<file path="config.mk">
export PLATFORM = sky130hd
export DESIGN_NAME = radio_serial_command_parser_core
export DESIGN_NICKNAME = d
export VERILOG_FILES = /design/src/rtl/rscp_pkg.sv /design/src/rtl/rscp_fifo.sv /design/src/rtl/rscp_front.sv /design/src/rtl/rscp_back.sv /design/src/rtl/radio_serial_command_parser_core.sv
export SDC_FILE = /design/constraint.sdc
export NUM_CORES = 1
export LEC_CHECK = 0
export ABC_AREA = 1
export BUFFER_PORTS_ARGS = -buffer_cell sky130_fd_sc_hd__buf_2
export CAP_MARGIN = 10
export CELL_PAD_IN_SITES_DETAIL_PLACEMENT = 1
export CELL_PAD_IN_SITES_GLOBAL_PLACEMENT = 1
export CORE_MARGIN = 8
export CORE_UTILIZATION = 47
export CTS_BUF_LIST = sky130_fd_sc_hd__clkbuf_8
export CTS_CLUSTER_DIAMETER = 30
export DETAILED_ROUTE_END_ITERATION = 10
export GPL_ROUTABILITY_DRIVEN = 0
export PLACE_DENSITY_LB_ADDON = 0.1
export SLEW_MARGIN = 20
export SYNTH_ARGS = -nofsm -noshare
export SYNTH_HDL_FRONTEND = slang
export SYNTH_HIERARCHICAL = 1
export SYNTH_SLANG_ARGS = --single-unit
</file>
<file path="constraint.sdc">
create_clock -name clk -period 5.3 [get_ports clk]
set_clock_uncertainty 0.2 [all_clocks]
set_input_delay 0.53 -clock clk [delete_from_list [all_inputs] [get_ports clk]]
set_output_delay 0.53 -clock clk [all_outputs]
set_load 0.005 [all_outputs]
</file>
<file path="src/rtl/rscp_pkg.sv">
package rscp_pkg;

    localparam int LONG_ADDR_BYTES = 8;
    localparam int LONG_IDX_W      = $clog2(LONG_ADDR_BYTES);

    // Framing bytes and command codes
    localparam logic [7:0] SYNC_A      = 8'h7a;
    localparam logic [7:0] SYNC_B      = 8'h62;
    localparam logic [7:0] RESP_BIT    = 8'h80;
    localparam logic [7:0] OK_CODE     = 8'h00;
    localparam logic [7:0] CMD_CHANNEL = 8'h04;
    localparam logic [7:0] CMD_TX      = 8'h09;
    localparam logic [7:0] CMD_GETADDR = 8'h0d;
    localparam logic [7:0] CMD_PANID   = 8'h0f;
    localparam logic [7:0] CMD_SHORT   = 8'h10;
    localparam logic [7:0] CMD_LONG    = 8'h11;

    localparam logic [15:0] FCS_INIT = 16'h0000;
    localparam logic [15:0] FCS_POLY = 16'h8408;

    // Job queue between parser and emitter
    localparam int FIFO_DEPTH = 4;
    localparam int FIFO_AW    = $clog2(FIFO_DEPTH);
    localparam int FIFO_CW    = $clog2(FIFO_DEPTH + 1);

    // Emitter step counter, longest job is 4 + LONG_ADDR_BYTES words
    localparam int STEP_W = $clog2(4 + LONG_ADDR_BYTES);

    // Kinds of output jobs
    typedef enum logic [2:0] {
        JOB_BYTE,   // one payload word on the network port
        JOB_LAST,   // last payload word, FCS, success reply
        JOB_FCS,    // empty frame: FCS, success reply
        JOB_OK,     // success reply only
        JOB_ADDR    // get-address reply
    } job_kind_t;

    typedef struct packed {
        job_kind_t                          kind;
        logic [7:0]                         data;
        logic [7:0]                         cmd;
        logic [15:0]                        fcs;
        logic [15:0]                        pan_id;
        logic [15:0]                        short_addr;
        logic [LONG_ADDR_BYTES-1:0][7:0]    long_addr;
    } job_t;

endpackage

</file>
<file path="src/rtl/rscp_fifo.sv">
module rscp_fifo (
    input  logic            clk,
    input  logic            rst_n,
    input  logic            push,
    input  rscp_pkg::job_t  push_job,
    input  logic            pop,
    output rscp_pkg::job_t  head_job,
    output logic            head_valid,
    output logic            full
);

    rscp_pkg::job_t                 mem [rscp_pkg::FIFO_DEPTH];
    logic [rscp_pkg::FIFO_AW-1:0]   wr_ptr_reg;
    logic [rscp_pkg::FIFO_AW-1:0]   rd_ptr_reg;
    logic [rscp_pkg::FIFO_CW-1:0]   count_reg;
    logic [rscp_pkg::FIFO_CW-1:0]   count_next;

    assign head_job   = mem[rd_ptr_reg];
    assign head_valid = (count_reg != '0);
    assign full       = (count_reg == rscp_pkg::FIFO_CW'(rscp_pkg::FIFO_DEPTH));

    // occupancy
    always_comb
    begin
        count_next = count_reg;
        if (push && !pop)
        begin
            count_next = count_reg + 1'b1;
        end
        else if (pop && !push)
        begin
            count_next = count_reg - 1'b1;
        end
    end

    // pointers and occupancy count
    always_ff @(posedge clk or negedge rst_n)
    begin
        if (!rst_n)
        begin
            wr_ptr_reg <= '0;
            rd_ptr_reg <= '0;
            count_reg  <= '0;
        end
        else
        begin
            if (push)
            begin
                wr_ptr_reg <= wr_ptr_reg + 1'b1;
            end
            if (pop)
            begin
                rd_ptr_reg <= rd_ptr_reg + 1'b1;
            end
            count_reg <= count_next;
        end
    end

    // storage
    always_ff @(posedge clk)
    begin
        if (push)
        begin
            mem[wr_ptr_reg] <= push_job;
        end
    end

endmodule

</file>
<file path="src/rtl/rscp_front.sv">
module rscp_front (
    input  logic            clk,
    input  logic            rst_n,
    input  logic            take,
    input  logic [7:0]      rx_byte,
    output logic            job_valid,
    output rscp_pkg::job_t  job
);

    typedef enum logic [2:0] {
        PH_HUNT_A,
        PH_HUNT_B,
        PH_CMD,
        PH_ARGS,
        PH_TXLEN,
        PH_PAYLOAD
    } phase_t;

    phase_t                                     phase_reg, phase_next;
    logic [7:0]                                 cmd_reg, cmd_next;
    logic [7:0]                                 arg_cnt_reg, arg_cnt_next;
    logic [7:0]                                 frame_len_reg, frame_len_next;
    logic [15:0]                                fcs_reg, fcs_next;
    logic [15:0]                                pan_reg, pan_next;
    logic [15:0]                                short_reg, short_next;
    logic [rscp_pkg::LONG_ADDR_BYTES-1:0][7:0]  long_reg, long_next;
    logic                                       emit;

    // bytewise reflected CRC, 0x8408
    function automatic logic [15:0] fcs_update(input logic [15:0] crc, input logic [7:0] b);
        logic [15:0] c;
        c = crc ^ {8'h00, b};
        for (int i = 0; i < 8; i++)
        begin
            if (c[0])
            begin
                c = (c >> 1) ^ rscp_pkg::FCS_POLY;
            end
            else
            begin
                c = c >> 1;
            end
        end
        return c;
    endfunction

    function automatic logic [7:0] args_needed(input logic [7:0] cmd);
        logic [7:0] n;
        n = 8'd1;
        if (cmd == rscp_pkg::CMD_PANID || cmd == rscp_pkg::CMD_SHORT)
        begin
            n = 8'd2;
        end
        else if (cmd == rscp_pkg::CMD_LONG)
        begin
            n = 8'(rscp_pkg::LONG_ADDR_BYTES);
        end
        return n;
    endfunction

    // parser next state and job build
    always_comb
    begin
        phase_next     = phase_reg;
        cmd_next       = cmd_reg;
        arg_cnt_next   = arg_cnt_reg;
        frame_len_next = frame_len_reg;
        fcs_next       = fcs_reg;
        pan_next       = pan_reg;
        short_next     = short_reg;
        long_next      = long_reg;
        emit           = 1'b0;
        job            = '0;
        job.kind       = rscp_pkg::JOB_OK;

        case (phase_reg)
            PH_HUNT_B:
            begin
                phase_next = (rx_byte == rscp_pkg::SYNC_B) ? PH_CMD : PH_HUNT_A;
            end
            PH_CMD:
            begin
                cmd_next     = rx_byte;
                arg_cnt_next = '0;
                if (rx_byte == rscp_pkg::CMD_PANID || rx_byte == rscp_pkg::CMD_SHORT ||
                    rx_byte == rscp_pkg::CMD_LONG || rx_byte == rscp_pkg::CMD_CHANNEL)
                begin
                    phase_next = PH_ARGS;
                end
                else if (rx_byte == rscp_pkg::CMD_TX)
                begin
                    phase_next = PH_TXLEN;
                end
                else
                begin
                    emit       = 1'b1;
                    job.cmd    = rx_byte;
                    job.kind   = (rx_byte == rscp_pkg::CMD_GETADDR) ?
                                 rscp_pkg::JOB_ADDR : rscp_pkg::JOB_OK;
                    phase_next = PH_HUNT_A;
                end
            end
            PH_ARGS:
            begin
                if (cmd_reg == rscp_pkg::CMD_PANID)
                begin
                    if (arg_cnt_reg == '0)
                        pan_next[15:8] = rx_byte;
                    else
                        pan_next[7:0] = rx_byte;
                end
                else if (cmd_reg == rscp_pkg::CMD_SHORT)
                begin
                    if (arg_cnt_reg == '0)
                        short_next[15:8] = rx_byte;
                    else
                        short_next[7:0] = rx_byte;
                end
                else if (cmd_reg == rscp_pkg::CMD_LONG)
                begin
                    if (arg_cnt_reg < 8'(rscp_pkg::LONG_ADDR_BYTES))
                        long_next[arg_cnt_reg[rscp_pkg::LONG_IDX_W-1:0]] = rx_byte;
                end
                arg_cnt_next = arg_cnt_reg + 1'b1;
                if (arg_cnt_next >= args_needed(cmd_reg))
                begin
                    emit       = 1'b1;
                    job.kind   = rscp_pkg::JOB_OK;
                    job.cmd    = cmd_reg;
                    phase_next = PH_HUNT_A;
                end
            end
            PH_TXLEN:
            begin
                frame_len_next = rx_byte;
                fcs_next       = rscp_pkg::FCS_INIT;
                if (rx_byte == '0)
                begin
                    emit       = 1'b1;
                    job.kind   = rscp_pkg::JOB_FCS;
                    job.cmd    = cmd_reg;
                    job.fcs    = rscp_pkg::FCS_INIT;
                    phase_next = PH_HUNT_A;
                end
                else
                begin
                    phase_next = PH_PAYLOAD;
                end
            end
            PH_PAYLOAD:
            begin
                fcs_next       = fcs_update(fcs_reg, rx_byte);
                frame_len_next = frame_len_reg - 1'b1;
                emit           = 1'b1;
                job.data       = rx_byte;
                job.cmd        = cmd_reg;
                job.fcs        = fcs_next;
                if (frame_len_next == '0)
                begin
                    job.kind   = rscp_pkg::JOB_LAST;
                    phase_next = PH_HUNT_A;
                end
                else
                begin
                    job.kind = rscp_pkg::JOB_BYTE;
                end
            end
            default:
            begin
                phase_next = (rx_byte == rscp_pkg::SYNC_A) ? PH_HUNT_B : PH_HUNT_A;
            end
        endcase

        // addresses as they stand after this word
        job.pan_id     = pan_next;
        job.short_addr = short_next;
        job.long_addr  = long_next;
    end

    assign job_valid = take && emit;

    // parser state
    always_ff @(posedge clk or negedge rst_n)
    begin
        if (!rst_n)
        begin
            phase_reg     <= PH_HUNT_A;
            cmd_reg       <= '0;
            arg_cnt_reg   <= '0;
            frame_len_reg <= '0;
            fcs_reg       <= '0;
            pan_reg       <= '0;
            short_reg     <= '0;
            long_reg      <= '0;
        end
        else if (take)
        begin
            phase_reg     <= phase_next;
            cmd_reg       <= cmd_next;
            arg_cnt_reg   <= arg_cnt_next;
            frame_len_reg <= frame_len_next;
            fcs_reg       <= fcs_next;
            pan_reg       <= pan_next;
            short_reg     <= short_next;
            long_reg      <= long_next;
        end
    end

endmodule

</file>
<file path="src/rtl/rscp_back.sv">
module rscp_back (
    input  logic            clk,
    input  logic            rst_n,
    input  rscp_pkg::job_t  head_job,
    input  logic            head_valid,
    output logic            pop,
    output logic            out_valid,
    input  logic            out_ready,
    output logic            out_port,
    output logic [7:0]      out_byte,
    output logic            end_of_run,
    output logic [15:0]     pan_id_now,
    output logic [15:0]     short_addr_now
);

    logic [rscp_pkg::STEP_W-1:0]    step_reg;
    logic [rscp_pkg::STEP_W-1:0]    step_m2, step_m3, step_m4;
    logic                           out_valid_reg;
    logic                           port_reg;
    logic [7:0]                     byte_reg;
    logic                           end_reg;
    logic [15:0]                    pan_reg;
    logic [15:0]                    short_reg;
    logic                           w_port;
    logic [7:0]                     w_byte;
    logic                           w_end;
    logic                           w_last;
    logic                           load;

    // success reply word by position
    function automatic logic [7:0] ok_byte(input logic [1:0] idx, input logic [7:0] cmd);
        logic [7:0] b;
        case (idx)
            2'd0:    b = rscp_pkg::SYNC_A;
            2'd1:    b = rscp_pkg::SYNC_B;
            2'd2:    b = cmd | rscp_pkg::RESP_BIT;
            default: b = rscp_pkg::OK_CODE;
        endcase
        return b;
    endfunction

    assign step_m2 = step_reg - rscp_pkg::STEP_W'(2);
    assign step_m3 = step_reg - rscp_pkg::STEP_W'(3);
    assign step_m4 = step_reg - rscp_pkg::STEP_W'(4);

    // word for the current step of the head job
    always_comb
    begin
        w_port = 1'b0;
        w_byte = '0;
        w_end  = 1'b0;
        w_last = 1'b0;
        case (head_job.kind)
            rscp_pkg::JOB_BYTE:
            begin
                w_port = 1'b1;
                w_byte = head_job.data;
                w_last = 1'b1;
            end
            rscp_pkg::JOB_LAST:
            begin
                if (step_reg == rscp_pkg::STEP_W'(0))
                begin
                    w_port = 1'b1;
                    w_byte = head_job.data;
                end
                else if (step_reg == rscp_pkg::STEP_W'(1))
                begin
                    w_port = 1'b1;
                    w_byte = head_job.fcs[7:0];
                end
                else if (step_reg == rscp_pkg::STEP_W'(2))
                begin
                    w_port = 1'b1;
                    w_byte = head_job.fcs[15:8];
                    w_end  = 1'b1;
                end
                else
                begin
                    w_byte = ok_byte(step_m3[1:0], head_job.cmd);
                    w_last = (step_reg == rscp_pkg::STEP_W'(6));
                    w_end  = w_last;
                end
            end
            rscp_pkg::JOB_FCS:
            begin
                if (step_reg == rscp_pkg::STEP_W'(0))
                begin
                    w_port = 1'b1;
                    w_byte = head_job.fcs[7:0];
                end
                else if (step_reg == rscp_pkg::STEP_W'(1))
                begin
                    w_port = 1'b1;
                    w_byte = head_job.fcs[15:8];
                    w_end  = 1'b1;
                end
                else
                begin
                    w_byte = ok_byte(step_m2[1:0], head_job.cmd);
                    w_last = (step_reg == rscp_pkg::STEP_W'(5));
                    w_end  = w_last;
                end
            end
            rscp_pkg::JOB_ADDR:
            begin
                if (step_reg < rscp_pkg::STEP_W'(4))
                begin
                    w_byte = ok_byte(step_reg[1:0], head_job.cmd);
                end
                else
                begin
                    w_byte = head_job.long_addr[step_m4[rscp_pkg::LONG_IDX_W-1:0]];
                    w_last = (step_reg == rscp_pkg::STEP_W'(3 + rscp_pkg::LONG_ADDR_BYTES));
                    w_end  = w_last;
                end
            end
            default:
            begin
                w_byte = ok_byte(step_reg[1:0], head_job.cmd);
                w_last = (step_reg == rscp_pkg::STEP_W'(3));
                w_end  = w_last;
            end
        endcase
    end

    // output register refills when empty or taken
    assign load = head_valid && (!out_valid_reg || out_ready);
    assign pop  = load && w_last;

    always_ff @(posedge clk or negedge rst_n)
    begin
        if (!rst_n)
        begin
            step_reg      <= '0;
            out_valid_reg <= 1'b0;
        end
        else
        begin
            if (load)
            begin
                step_reg      <= w_last ? '0 : step_reg + 1'b1;
                out_valid_reg <= 1'b1;
            end
            else if (out_ready)
            begin
                out_valid_reg <= 1'b0;
            end
        end
    end

    // output word
    always_ff @(posedge clk)
    begin
        if (load)
        begin
            port_reg  <= w_port;
            byte_reg  <= w_byte;
            end_reg   <= w_end;
            pan_reg   <= head_job.pan_id;
            short_reg <= head_job.short_addr;
        end
    end

    assign out_valid      = out_valid_reg;
    assign out_port       = port_reg;
    assign out_byte       = byte_reg;
    assign end_of_run     = end_reg;
    assign pan_id_now     = pan_reg;
    assign short_addr_now = short_reg;

endmodule

</file>
<file path="src/rtl/radio_serial_command_parser_core.sv">
// Serial command parser for an 802.15.4 radio front end.
// rx channel: one host byte per word (rx_valid/rx_ready/rx_byte). The parser
//   hunts the sync pair, decodes the command and its arguments and keeps the
//   PAN id, short address and long address.
// out channel: one word per output byte (out_valid/out_ready). out_port 0 is
//   a reply to the host, 1 a frame byte to the network; end_of_run marks the
//   last byte of a reply or frame. pan_id_now/short_addr_now travel with each
//   word.
// Throughput: one rx word per cycle while the queue is not full. Each word
//   that yields output becomes a job in a 4-deep queue; the emitter drains
//   one word per ready cycle; a job is 1 to 12 words, get-address the longest.
// Path: the job for an rx word is registered in the queue, and each of its
//   words is registered in the output register before it appears on out.
// Stall: when out_ready is low the output register holds; the queue fills
//   and rx_ready drops once it holds 4 jobs.
// Reset (rst_n low, async): parser back to sync hunt, stored addresses and
//   FCS cleared, queue and output emptied.
module radio_serial_command_parser_core (
    input  logic        clk,
    input  logic        rst_n,
    input  logic        rx_valid,
    output logic        rx_ready,
    input  logic [7:0]  rx_byte,
    output logic        out_valid,
    input  logic        out_ready,
    output logic        out_port,
    output logic [7:0]  out_byte,
    output logic        end_of_run,
    output logic [15:0] pan_id_now,
    output logic [15:0] short_addr_now
);

    rscp_pkg::job_t push_job;
    rscp_pkg::job_t head_job;
    logic           push;
    logic           pop;
    logic           head_valid;
    logic           full;
    logic           take;

    assign rx_ready = !full;
    assign take     = rx_valid && rx_ready;

    rscp_front u_front (
        .clk       (clk),
        .rst_n     (rst_n),
        .take      (take),
        .rx_byte   (rx_byte),
        .job_valid (push),
        .job       (push_job)
    );

    rscp_fifo u_fifo (
        .clk        (clk),
        .rst_n      (rst_n),
        .push       (push),
        .push_job   (push_job),
        .pop        (pop),
        .head_job   (head_job),
        .head_valid (head_valid),
        .full       (full)
    );

    rscp_back u_back (
        .clk            (clk),
        .rst_n          (rst_n),
        .head_job       (head_job),
        .head_valid     (head_valid),
        .pop            (pop),
        .out_valid      (out_valid),
        .out_ready      (out_ready),
        .out_port       (out_port),
        .out_byte       (out_byte),
        .end_of_run     (end_of_run),
        .pan_id_now     (pan_id_now),
        .short_addr_now (short_addr_now)
    );

endmodule

</file>
# After elaboration in Yosys (flattened, before gate mapping)
# Memory sizes are Yosys's and may differ from the RTL's.
# Cells that the tools add are included.
dict set report op_classes {
  n_reduce_logical 33
  shift 0
  div 0
  muxes 102
  mul 0
  magnitude_cmp 6
  n_bitwise 9
  eq_ne 34
  n_addsub 10
}
# operator n
set op_table {}
lappend op_table {{16-bit 2-to-1 mux} 20}
lappend op_table {{64-bit 2-to-1 mux} 5}
lappend op_table {{8-bit 2-to-1 mux} 18}
lappend op_table {{8-bit case mux with 3 select lines} 3}
lappend op_table {{64-bit bitwise mux} 1}
lappend op_table {{16-bit case mux with 2 select lines} 2}
lappend op_table {{8-bit case mux with 4 select lines} 2}
lappend op_table {{8-bit by 4-bit equality test with 1-bit output (second input constant)} 4}
lappend op_table {{8-bit by 5-bit equality test with 1-bit output (second input constant)} 4}
lappend op_table {{8-bit case mux with 2 select lines} 2}
lappend op_table {{3-bit 2-to-1 mux} 10}
lappend op_table {{1-bit 2-to-1 mux} 27}
lappend op_table {{8-bit binary-select mux with 3-bit select} 1}
lappend op_table {{8-bit demux with 3-bit select} 1}
lappend op_table {{8-bit logical NOT} 3}
lappend op_table {{24-bit 2-to-1 mux} 1}
lappend op_table {{2-bit NOT with 3-bit output} 8}
lappend op_table {{8-bit by 7-bit equality test with 1-bit output (second input constant)} 2}
lappend op_table {{16-bit by 8-bit XOR with 16-bit output} 1}
lappend op_table {{3-bit case mux with 5 select lines} 1}
lappend op_table {{3-bit equality test (second input constant)} 4}
lappend op_table {{1-bit case mux with 4 select lines} 3}
lappend op_table {{3-bit by 2-bit equality test with 1-bit output (second input constant)} 3}
lappend op_table {{3-bit case mux with 3 select lines} 1}
lappend op_table {{35 further kinds} 67}
dict set report word_totals {
  latchBits 0
  output_inout_bits 44
  n_memories 1
  ramBits 524
  input_bits 12
  regBits 193
  romBits 0
  word_cells 220
}
# name depth word_bits rd rd_ports_with_merged_regs write_ports line_no
set memory_table {}
lappend memory_table {u_fifo.mem 4 131 1 0 1 rscp_fifo.sv:12} ;# rscp_pkg::job_t mem [rscp_pkg::FIFO_DEPTH];

# Logic depth before layout (Yosys ltp)
# Gate-level depths: netlist of run 1.
dict set report depth {
  word_depth 25
  depth_mapped 24
  ltp_nobuf 24
}

# Hierarchy
# Netlist of run 1, hierarchy kept.
# mod cells_each seq_area_each_um2 area_per_inst_um2 instances
set modules_own_cells {}
lappend modules_own_cells {rscp_fifo 1578 15910.3 21614.5 1}
lappend modules_own_cells {rscp_front 1247 3478.3 8583.2 1}
lappend modules_own_cells {rscp_back 499 1386.3 3413.3 1}
lappend modules_own_cells {radio_serial_command_parser_core 3 0.0 13.8 1}

# Least setup slack after synthesis of run 1
# No wires, ideal clock.
dict set report synth_timing {
  path_type {flip-flop to flip-flop}
  startpoint {register u_front.cmd_reg[5]}
  endpoint {memory u_fifo/mem[0][0] in the netlist's numbering, enable pin}
  setup_slack_ps -126
  period_less_slack_ps 5426
  setup_time_ps 484
  t_arrival_ps 4742
  stages_incl_launch_ff 20
  path_buffers 1
  required_ps 4616
  cell_sequence {dfrtp_1 -> inv_1 -> nand3_1 -> nor3_2 -> nand2_1 -> nor2_2 -> or2_2 -> inv_1 -> ha_1 -> nand2_1 -> nand3b_1 -> a21oi_1 -> nand3_2 -> nand2_1 -> nand3_1 -> nand3_1 -> inv_1 -> clkbuf_1 -> nand2_1 -> inv_1}
}
dict set report synth_between {
  elab_chain_cells 10
  word_cells_on_any_way 13
  classes_between {1 x order compare; 3 x eq/ne; 7 x mux; 2 x reduce/logical}
}
# item line_no
set synth_rtl {}
lappend synth_rtl {{start: declaration} rscp_front.sv:20} ;# logic [7:0] cmd_reg, cmd_next;
lappend synth_rtl {{start signal: assignment} rscp_front.sv:199} ;# cmd_reg <= cmd_next;
lappend synth_rtl {{8-bit by 5-bit equality test with 1-bit output, or another cell as far along} rscp_front.sv:54} ;# else if (cmd == rscp_pkg::CMD_LONG)
lappend synth_rtl {{4-bit 2-to-1 mux / 1-bit logical OR (equally long branches)} {rscp_front.sv:54, rscp_front.sv:50}}
lappend synth_rtl {{8-bit 2-to-1 mux (*)} rscp_front.sv:50} ;# if (cmd == rscp_pkg::CMD_PANID || cmd == rscp_pkg::CMD_SHORT)
lappend synth_rtl {{8-bit 2-to-1 mux (*)} rscp_front.sv:76} ;# case (phase_reg)
lappend synth_rtl {{8-bit >= comparator (*)} rscp_front.sv:125} ;# if (arg_cnt_next >= args_needed(cmd_reg))
lappend synth_rtl {{1-bit 2-to-1 mux (*)} rscp_front.sv:125}
lappend synth_rtl {{1-bit case mux with 4 select lines (*)} rscp_front.sv:76}
lappend synth_rtl {{1-bit logical AND (*)} rscp_front.sv:180} ;# assign job_valid = take && emit;
lappend synth_rtl {{net push} radio_serial_command_parser_core.sv:35} ;# logic push;
lappend synth_rtl {{1-bit 2-to-1 mux (*)} rscp_fifo.sv:62} ;# if (push)
lappend synth_rtl {{1-bit 2-to-1 mux (not written as such) (*)} rscp_fifo.sv:64} ;# mem[wr_ptr_reg] <= push_job;
lappend synth_rtl {{end: declaration} rscp_fifo.sv:12}
# The timed path passes the listed nets; every way through them passes the cells marked *. The select of a mux whose other input is x is not followed.

# Worst setup path after layout of run 1
dict set report layout_timing {
  startpoint {register u_front.cmd_reg[5]}
  endpoint {memory u_fifo/mem[2][11] in the netlist's numbering, enable pin}
}
# The elaborated chain is that of the path after synthesis.

==> flow_summary.yaml, run 1 <==
timing:
  finalMaxSlewViolations: 0
  rsz0062_at_grt: "no"
  fin_crit_sh_pct: 86.2
  whs_ns: 0.104
  fin_crit_ns: 4.57
  setup_viol: 0
  worstMarginPinSlew_ns: 1.17
  relSlewSlack_pct: 22.1
  finalSetupTns_ns: 0
  hold_viol_final: 0
  max_freq_mhz: 219
  setup_ws_ns: 0.733
worst_setup_path:
  cp_max_fo: 51
  cp.arrival_ns: 4.76
  path_cells: "inv_1, nand3_1, nor3_2, nand2_1, nor2_2, or2_2, inv_1, ha_1, nand2_1, nand3b_1, a21oi_1, nand3_2, nand2_1, nand3_1, nand3_1, inv_1, nand2_1, clkinvlp_4, buf_4, buf_4"
  crit_required_ns: 5.50
  critPathLaunchType: "flop"
  crit_type: "flop to flop"
  max_stage_delay_ns: 0.62
  critPathSlowestCell: "buf_4"
  path_common_cell: "nand2_1"
  cp-end-kind: "flop"
  crit_family: "buffers and inverters"
  critPathBufInv: 6
layout:
  drive_gt1_share_pct: 14.7
  nFillCells: 7645
  seq_area_mm2: 0.0207
  final_core_util_pct: 54.2
  area_growth_pct: 13.9
  nets: 3443
  largest_reg_flops: 520
  multi_input_area_mm2: 0.00984
  stdcell_count: 4485
grt:
  grt_pass1_wl_um: 150000
  grt-ovfl-total: 0
  use_met3_pct: 4.54
  antenna_found_initial: 2
  grt_pass1_vias: 25700
  top_usage_layer: "met2"
  grt_max_degree: 221
  gr-usage-met2_pct: 42.8
  grtUsageTotal_pct: 24.6
  use_met1_pct: 30.3
detailed_routing:
  drtIter0Drc: 1504
  ant_nets: 0
  firstDrtPassIters: 5
  vias_per_cell: 5.38
  wl_um: 97500
  num_vias: 24100
  drt-wirelength-per-cell_um: 21.7
  drc_errors: 0
power:
  peakVddDrop_mv: 0.237
  power.leakage_nw: 16.0
  pwr_density_cell_mw_per_mm2: 362
yosys:
  ys_warn_count: 6
  avgSynthCellArea_um2: 10.1
  synthCells: 3308
  syn-num-nets: 3342
  syn_area_mm2: 0.0334
floorplan:
  io_pins: 56
  rows: 97
  core_mm2: 0.0703
  start_util_pct: 47.6
  die_x_um: 283
  dieArea_mm2: 0.0799
  die_y_um: 283
clock_tree:
  root_buffer: "clkbuf_8"
  cts_sinks: 713
  ctsResizeCount: 0
  clock_path_buffers: 3
  cts_buffers: 156
  holdBufCountCts: 5
  clock_latency_ns: 0.79
  clk_pin_slew_worst_paths_ns: 0.06
  cts_tree: "yes"
  postCtsSetupRepairBufs: 0
  htreeDepth: 4
run:
  max-cap-violations: 0
placed_design:
  dp_hpwl_um: 61100
  io_buffer_count: 55
  dpl.cell_count: 4185
  pre_cts_ws_ns: 0.818
min_path:
  hold_class: "input pin to flop"
status:
  status: "finished clean"
[power by group]
part | internal (mW) | switching, mW | total [mW]
combinational | 0.185 | 0.503 | 0.688
sequential | 6.32 | 0.0672 | 6.39
clock | 4.03 | 2.68 | 6.71
[worst register-to-register path, cell delays in order, from the launching register on]
cell        delay, ns
dfrtp_1          0.41
inv_1            0.12
nand3_1          0.12
nor3_2           0.20
nand2_1          0.09
nor2_2           0.18
or2_2            0.15
inv_1            0.04
ha_1             0.27
nand2_1          0.05
nand3b_1         0.08
a21oi_1          0.10
nand3_2          0.16
nand2_1          0.07
nand3_1          0.09
nand3_1          0.07
inv_1            0.27
nand2_1          0.15
clkinvlp_4       0.09
buf_4            0.62
buf_4            0.63
[metrics by stage]
stage	total power, mW	area [um^2]
2_1_floorplan	6.91	33400
3_3_place_gp	7.12	34400
3_5_place_dp	7.18	34400
4_1_cts	13.9	38100
5_1_grt	14.3	38100
6_report	13.8	38100
[final timing paths]
path | depth (start not counted) | from | slack [ns] | to
max | 20 | u_front/cmd_reg[5] | 0.73 | u_fifo/mem[2][11]
min in group asynchronous | 2 | rst_n | 0.15 | u_front/short_reg[6]
max in group asynchronous | 3 | rst_n | 3.65 | u_front/fcs_reg[8]
min | 3 | rx_byte[5] | 0.10 | u_front/long_reg[45]
min reg2reg | 2 | u_front/short_reg[6] | 0.28 | u_front/short_reg[6]
max reg2reg | 20 | u_front/cmd_reg[5] | 0.73 | u_fifo/mem[2][11]
[cells in the final DEF, fill, tap and decap left out, types with 5 or more instances in the layout]
master and instances:
a21oi_1 37, and2_1 32, buf_12 12, buf_2 54, buf_4 30, bufinv_16 20, clkbuf_8 172, clkinv_1 18
clkinv_2 24, clkinvlp_4 23, dfrtp_1 149, dlygate4sd3_1 5, edfxtp_1 562, ha_1 21, inv_1 533, inv_2 21
inv_8 5, nand2_1 972, nand2_2 12, nand3_1 150, nand3_2 9, nand4_1 21, nor2_1 114, nor2_2 16
nor2_4 5, nor3_1 9, nor3_4 5, o211ai_1 176, o211ai_2 88, o21a_1 8, o21ai_0 132, o21ai_1 45
o22ai_1 5, xnor2_1 7, xor2_1 12
[routing by layer]
| layer | vias to the layer above | routed length (um) |
|---|---|---|
| li1 | 11200 | - |
| met2 | 507 | 49000 |
| met4 | 0 | 3130 |
| met1 | 12200 | 41500 |
| met3 | 190 | 3840 |
| met5 | - | 0 |
[cell type report]
cell class,count,share of cell area (%)
flip-flops and latches,713,54.3
multi-input cells,1901,25.8
clock buffers,172,6.22
inverters,534,5.32
clock inverters,121,3.14
well taps,940,3.09
repair buffers,103,2.12
diodes,1,0.00657
No activity file was read; power rests on OpenSTA's default activity.
==> run 2, diff against run 1 <==
==> constraint.sdc (replaced) <==
create_clock -name clk -period 5.3 [get_ports clk]
set_clock_uncertainty 0.2 [all_clocks]
set_input_delay 0.265 -clock clk [delete_from_list [all_inputs] [get_ports clk]]
set_output_delay 0.265 -clock clk [all_outputs]
set_load 0.005 [all_outputs]
==> run 2 against run 1 <==
  * Clock-buffer cell count shrank 2
  * Critical path depth down 1
  * Largest cell class unchanged
  * Critical path type unchanged
  * Worst setup slack better by 0.095 ns
==> flow_summary.yaml, run 2 (synthesis results as in run 1) <==
clock_tree:
  root_buffer: "clkbuf_8"
  clk_pin_slew_worst_paths_ns: 0.05
  postCtsSetupRepairBufs: 0
  cts_tree: "yes"
  ctsResizeCount: 0
  cts_sinks: 713
  holdBufCountCts: 14
  cts_buffers: 156
  htreeDepth: 4
  clock_latency_ns: 0.79
  clock_path_buffers: 3
worst_setup_path:
  cp-end-kind: "flop"
  r2r-start: "u_front/cmd_reg[5]"
  reg2reg_to: "u_fifo/mem[2][103]"
  ff2ff_setup_slack_ns: 0.83
  cp.arrival_ns: 4.80
  critPathSlowestCell: "clkinvlp_4"
  max_stage_delay_ns: 0.74
  crit_required_ns: 5.63
  path_common_cell: "nand2_1"
  critPathLaunchType: "flop"
  cp_max_fo: 23
  reg2reg_depth: 19
  crit_type: "flop to flop"
  path_cells: "inv_1, nand3_1, nor3_2, nand2_1, nor2_2, or2_2, inv_1, ha_1, nand2_1, nand3b_1, a21oi_1, nand3_2, nand2_1, nand3_1, nand3_1, inv_1, nand2_1, clkinvlp_4, buf_4"
floorplan:
  start_util_pct: 47.6
  die_y_um: 283
  rows: 97
  core_mm2: 0.0703
  io_pins: 56
  dieArea_mm2: 0.0799
  die_x_um: 283
detailed_routing:
  wl_um: 96600
  drt-wirelength-per-cell_um: 21.6
  drtIter0Drc: 1394
  num_vias: 24100
  ant_nets: 0
  drc_errors: 0
  firstDrtPassIters: 4
  vias_per_cell: 5.37
layout:
  nFillCells: 7713
  final_cell_mix: "972 x nand2_1, 562 x edfxtp_1, 532 x inv_1"
  final_area_mm2: 0.0382
  nets: 3442
  multi_input_area_mm2: 0.00984
  largest_reg_flops: 520
  final_common_cell: "nand2_1"
  area_growth_pct: 14.3
  final_core_util_pct: 54.4
  drive_gt1_share_pct: 14.5
  seq_area_mm2: 0.0207
power:
  power_frac_seq_pct: 45.4
  peakVddDrop_mv: 0.227
  p_int_mw: 10.9
  clkPwrFrac_pct: 49.7
  power.leakage_nw: 16.1
  power.switching_fraction_pct: 22.9
  pwr-share-comb_pct: 4.9
  pwr_density_cell_mw_per_mm2: 368
  p_switching_mw: 3.23
timing:
  hold_viol_final: 0
  fin_crit_ns: 4.47
  fin_crit_sh_pct: 84.4
  relSlewSlack_pct: 28.7
  max_freq_mhz: 224
  rsz0062_at_grt: "no"
  worstMarginPinSlew_ns: 1.07
  setup_viol: 0
  setup_ws_ns: 0.829
  finalSetupTns_ns: 0
  finalMaxSlewViolations: 0
  whs_ns: 0.171
min_path:
  hold_class: "input pin to flop"
  holdPathStages: 5
  hold_start: "out_ready"
  hold_end: "u_back/out_valid"
placed_design:
  dp_hpwl_um: 58900
  io_buffer_count: 55
  pre_cts_ws_ns: 0.876
  placed_area_mm2: 0.0344
grt:
  grt_max_degree: 237
  grt-ovfl-total: 0
  grt_pass1_wl_um: 150000
  antenna_found_initial: 1
  grtUsageTotal_pct: 24.5
  grt_pass1_vias: 25800
run:
  max-cap-violations: 0
status:
  status: "finished clean"
[run 2: cell count changes in the layout (fill, tap and decap cells not counted), moves of 3 or more]
cell           change
clkinv_2           +3
clkinvlp_4         -6
bufinv_16          +7
buf_4              -7
dlygate4sd3_1      +8
[run 2: power groups by stage]
| stage | Sequential [mW] | Combinational [mW] | Clock, mW |
|---|---|---|---|
| after floorplan | 6.47 | 0.438 | 0 |
| after global placement | 6.48 | 0.622 | 0 |
| after detailed placement | 6.49 | 0.675 | 0 |
| after CTS | 6.39 | 0.693 | 7.16 |
| after global routing | 6.40 | 0.786 | 7.40 |
| final | 6.39 | 0.688 | 7.00 |
[run 2: critical path: cells and delay by family (launching register included)]
| family | cells | cell delay [ns] |
|---|---|---|
| adder cells (fa/ha/maj) | 1 | 0.26 |
| AO/OA/AOI/OAI | 1 | 0.21 |
| flip-flops | 1 | 0.41 |
| buffers and inverters | 5 | 1.59 |
| AND/OR/NAND/NOR | 12 | 1.53 |
[run 2: routing by layer]
metal / track usage [%] / routed length (um) / vias to the layer above / part of all wire, %
li1: - / - / 11200 / -
met1: 30.0 / 40800 / 12200 / 42
met2: 43.2 / 49000 / 506 / 51
met3: 4.46 / 4120 / 182 / 4.3
met4: 8.87 / 2720 / 0 / 2.8
met5: 0 / 0 / - / 0
[run 2: through the flow]
stage,power [mW],cells
finish,14.1,4483
global route,14.6,4483
detailed placement,7.17,4176
global placement,7.11,4176
floorplan,6.91,3308
CTS,14.2,4482
[run 2: cell type report]
cell class                      instances  area share, %
Antenna cell                            1        0.00655
Clock buffer                          170           6.12
Clock inverter                        122           3.57
Inverter                              534           5.30
Multi-Input combinational cell       1901           25.7
Sequential cell                       713           54.1
Tap cell                              940           3.08
Timing Repair Buffer                  102           2.12
[run 2: worst max-delay path by stage]
stage	from	end	slack, ns	cells past startpoint
after floorplan	u_front/cmd_reg[5]	u_fifo/mem[0][0]	0.47	19
after global placement	u_front/cmd_reg[5]	u_fifo/mem[2][111]	0.93	19
after detailed placement	u_front/cmd_reg[5]	u_fifo/mem[2][104]	0.88	19
after CTS	u_front/cmd_reg[5]	u_fifo/mem[2][103]	0.85	19
after global routing	u_front/cmd_reg[5]	u_fifo/mem[2][103]	0.53	19
final	u_front/cmd_reg[5]	u_fifo/mem[2][103]	0.83	19
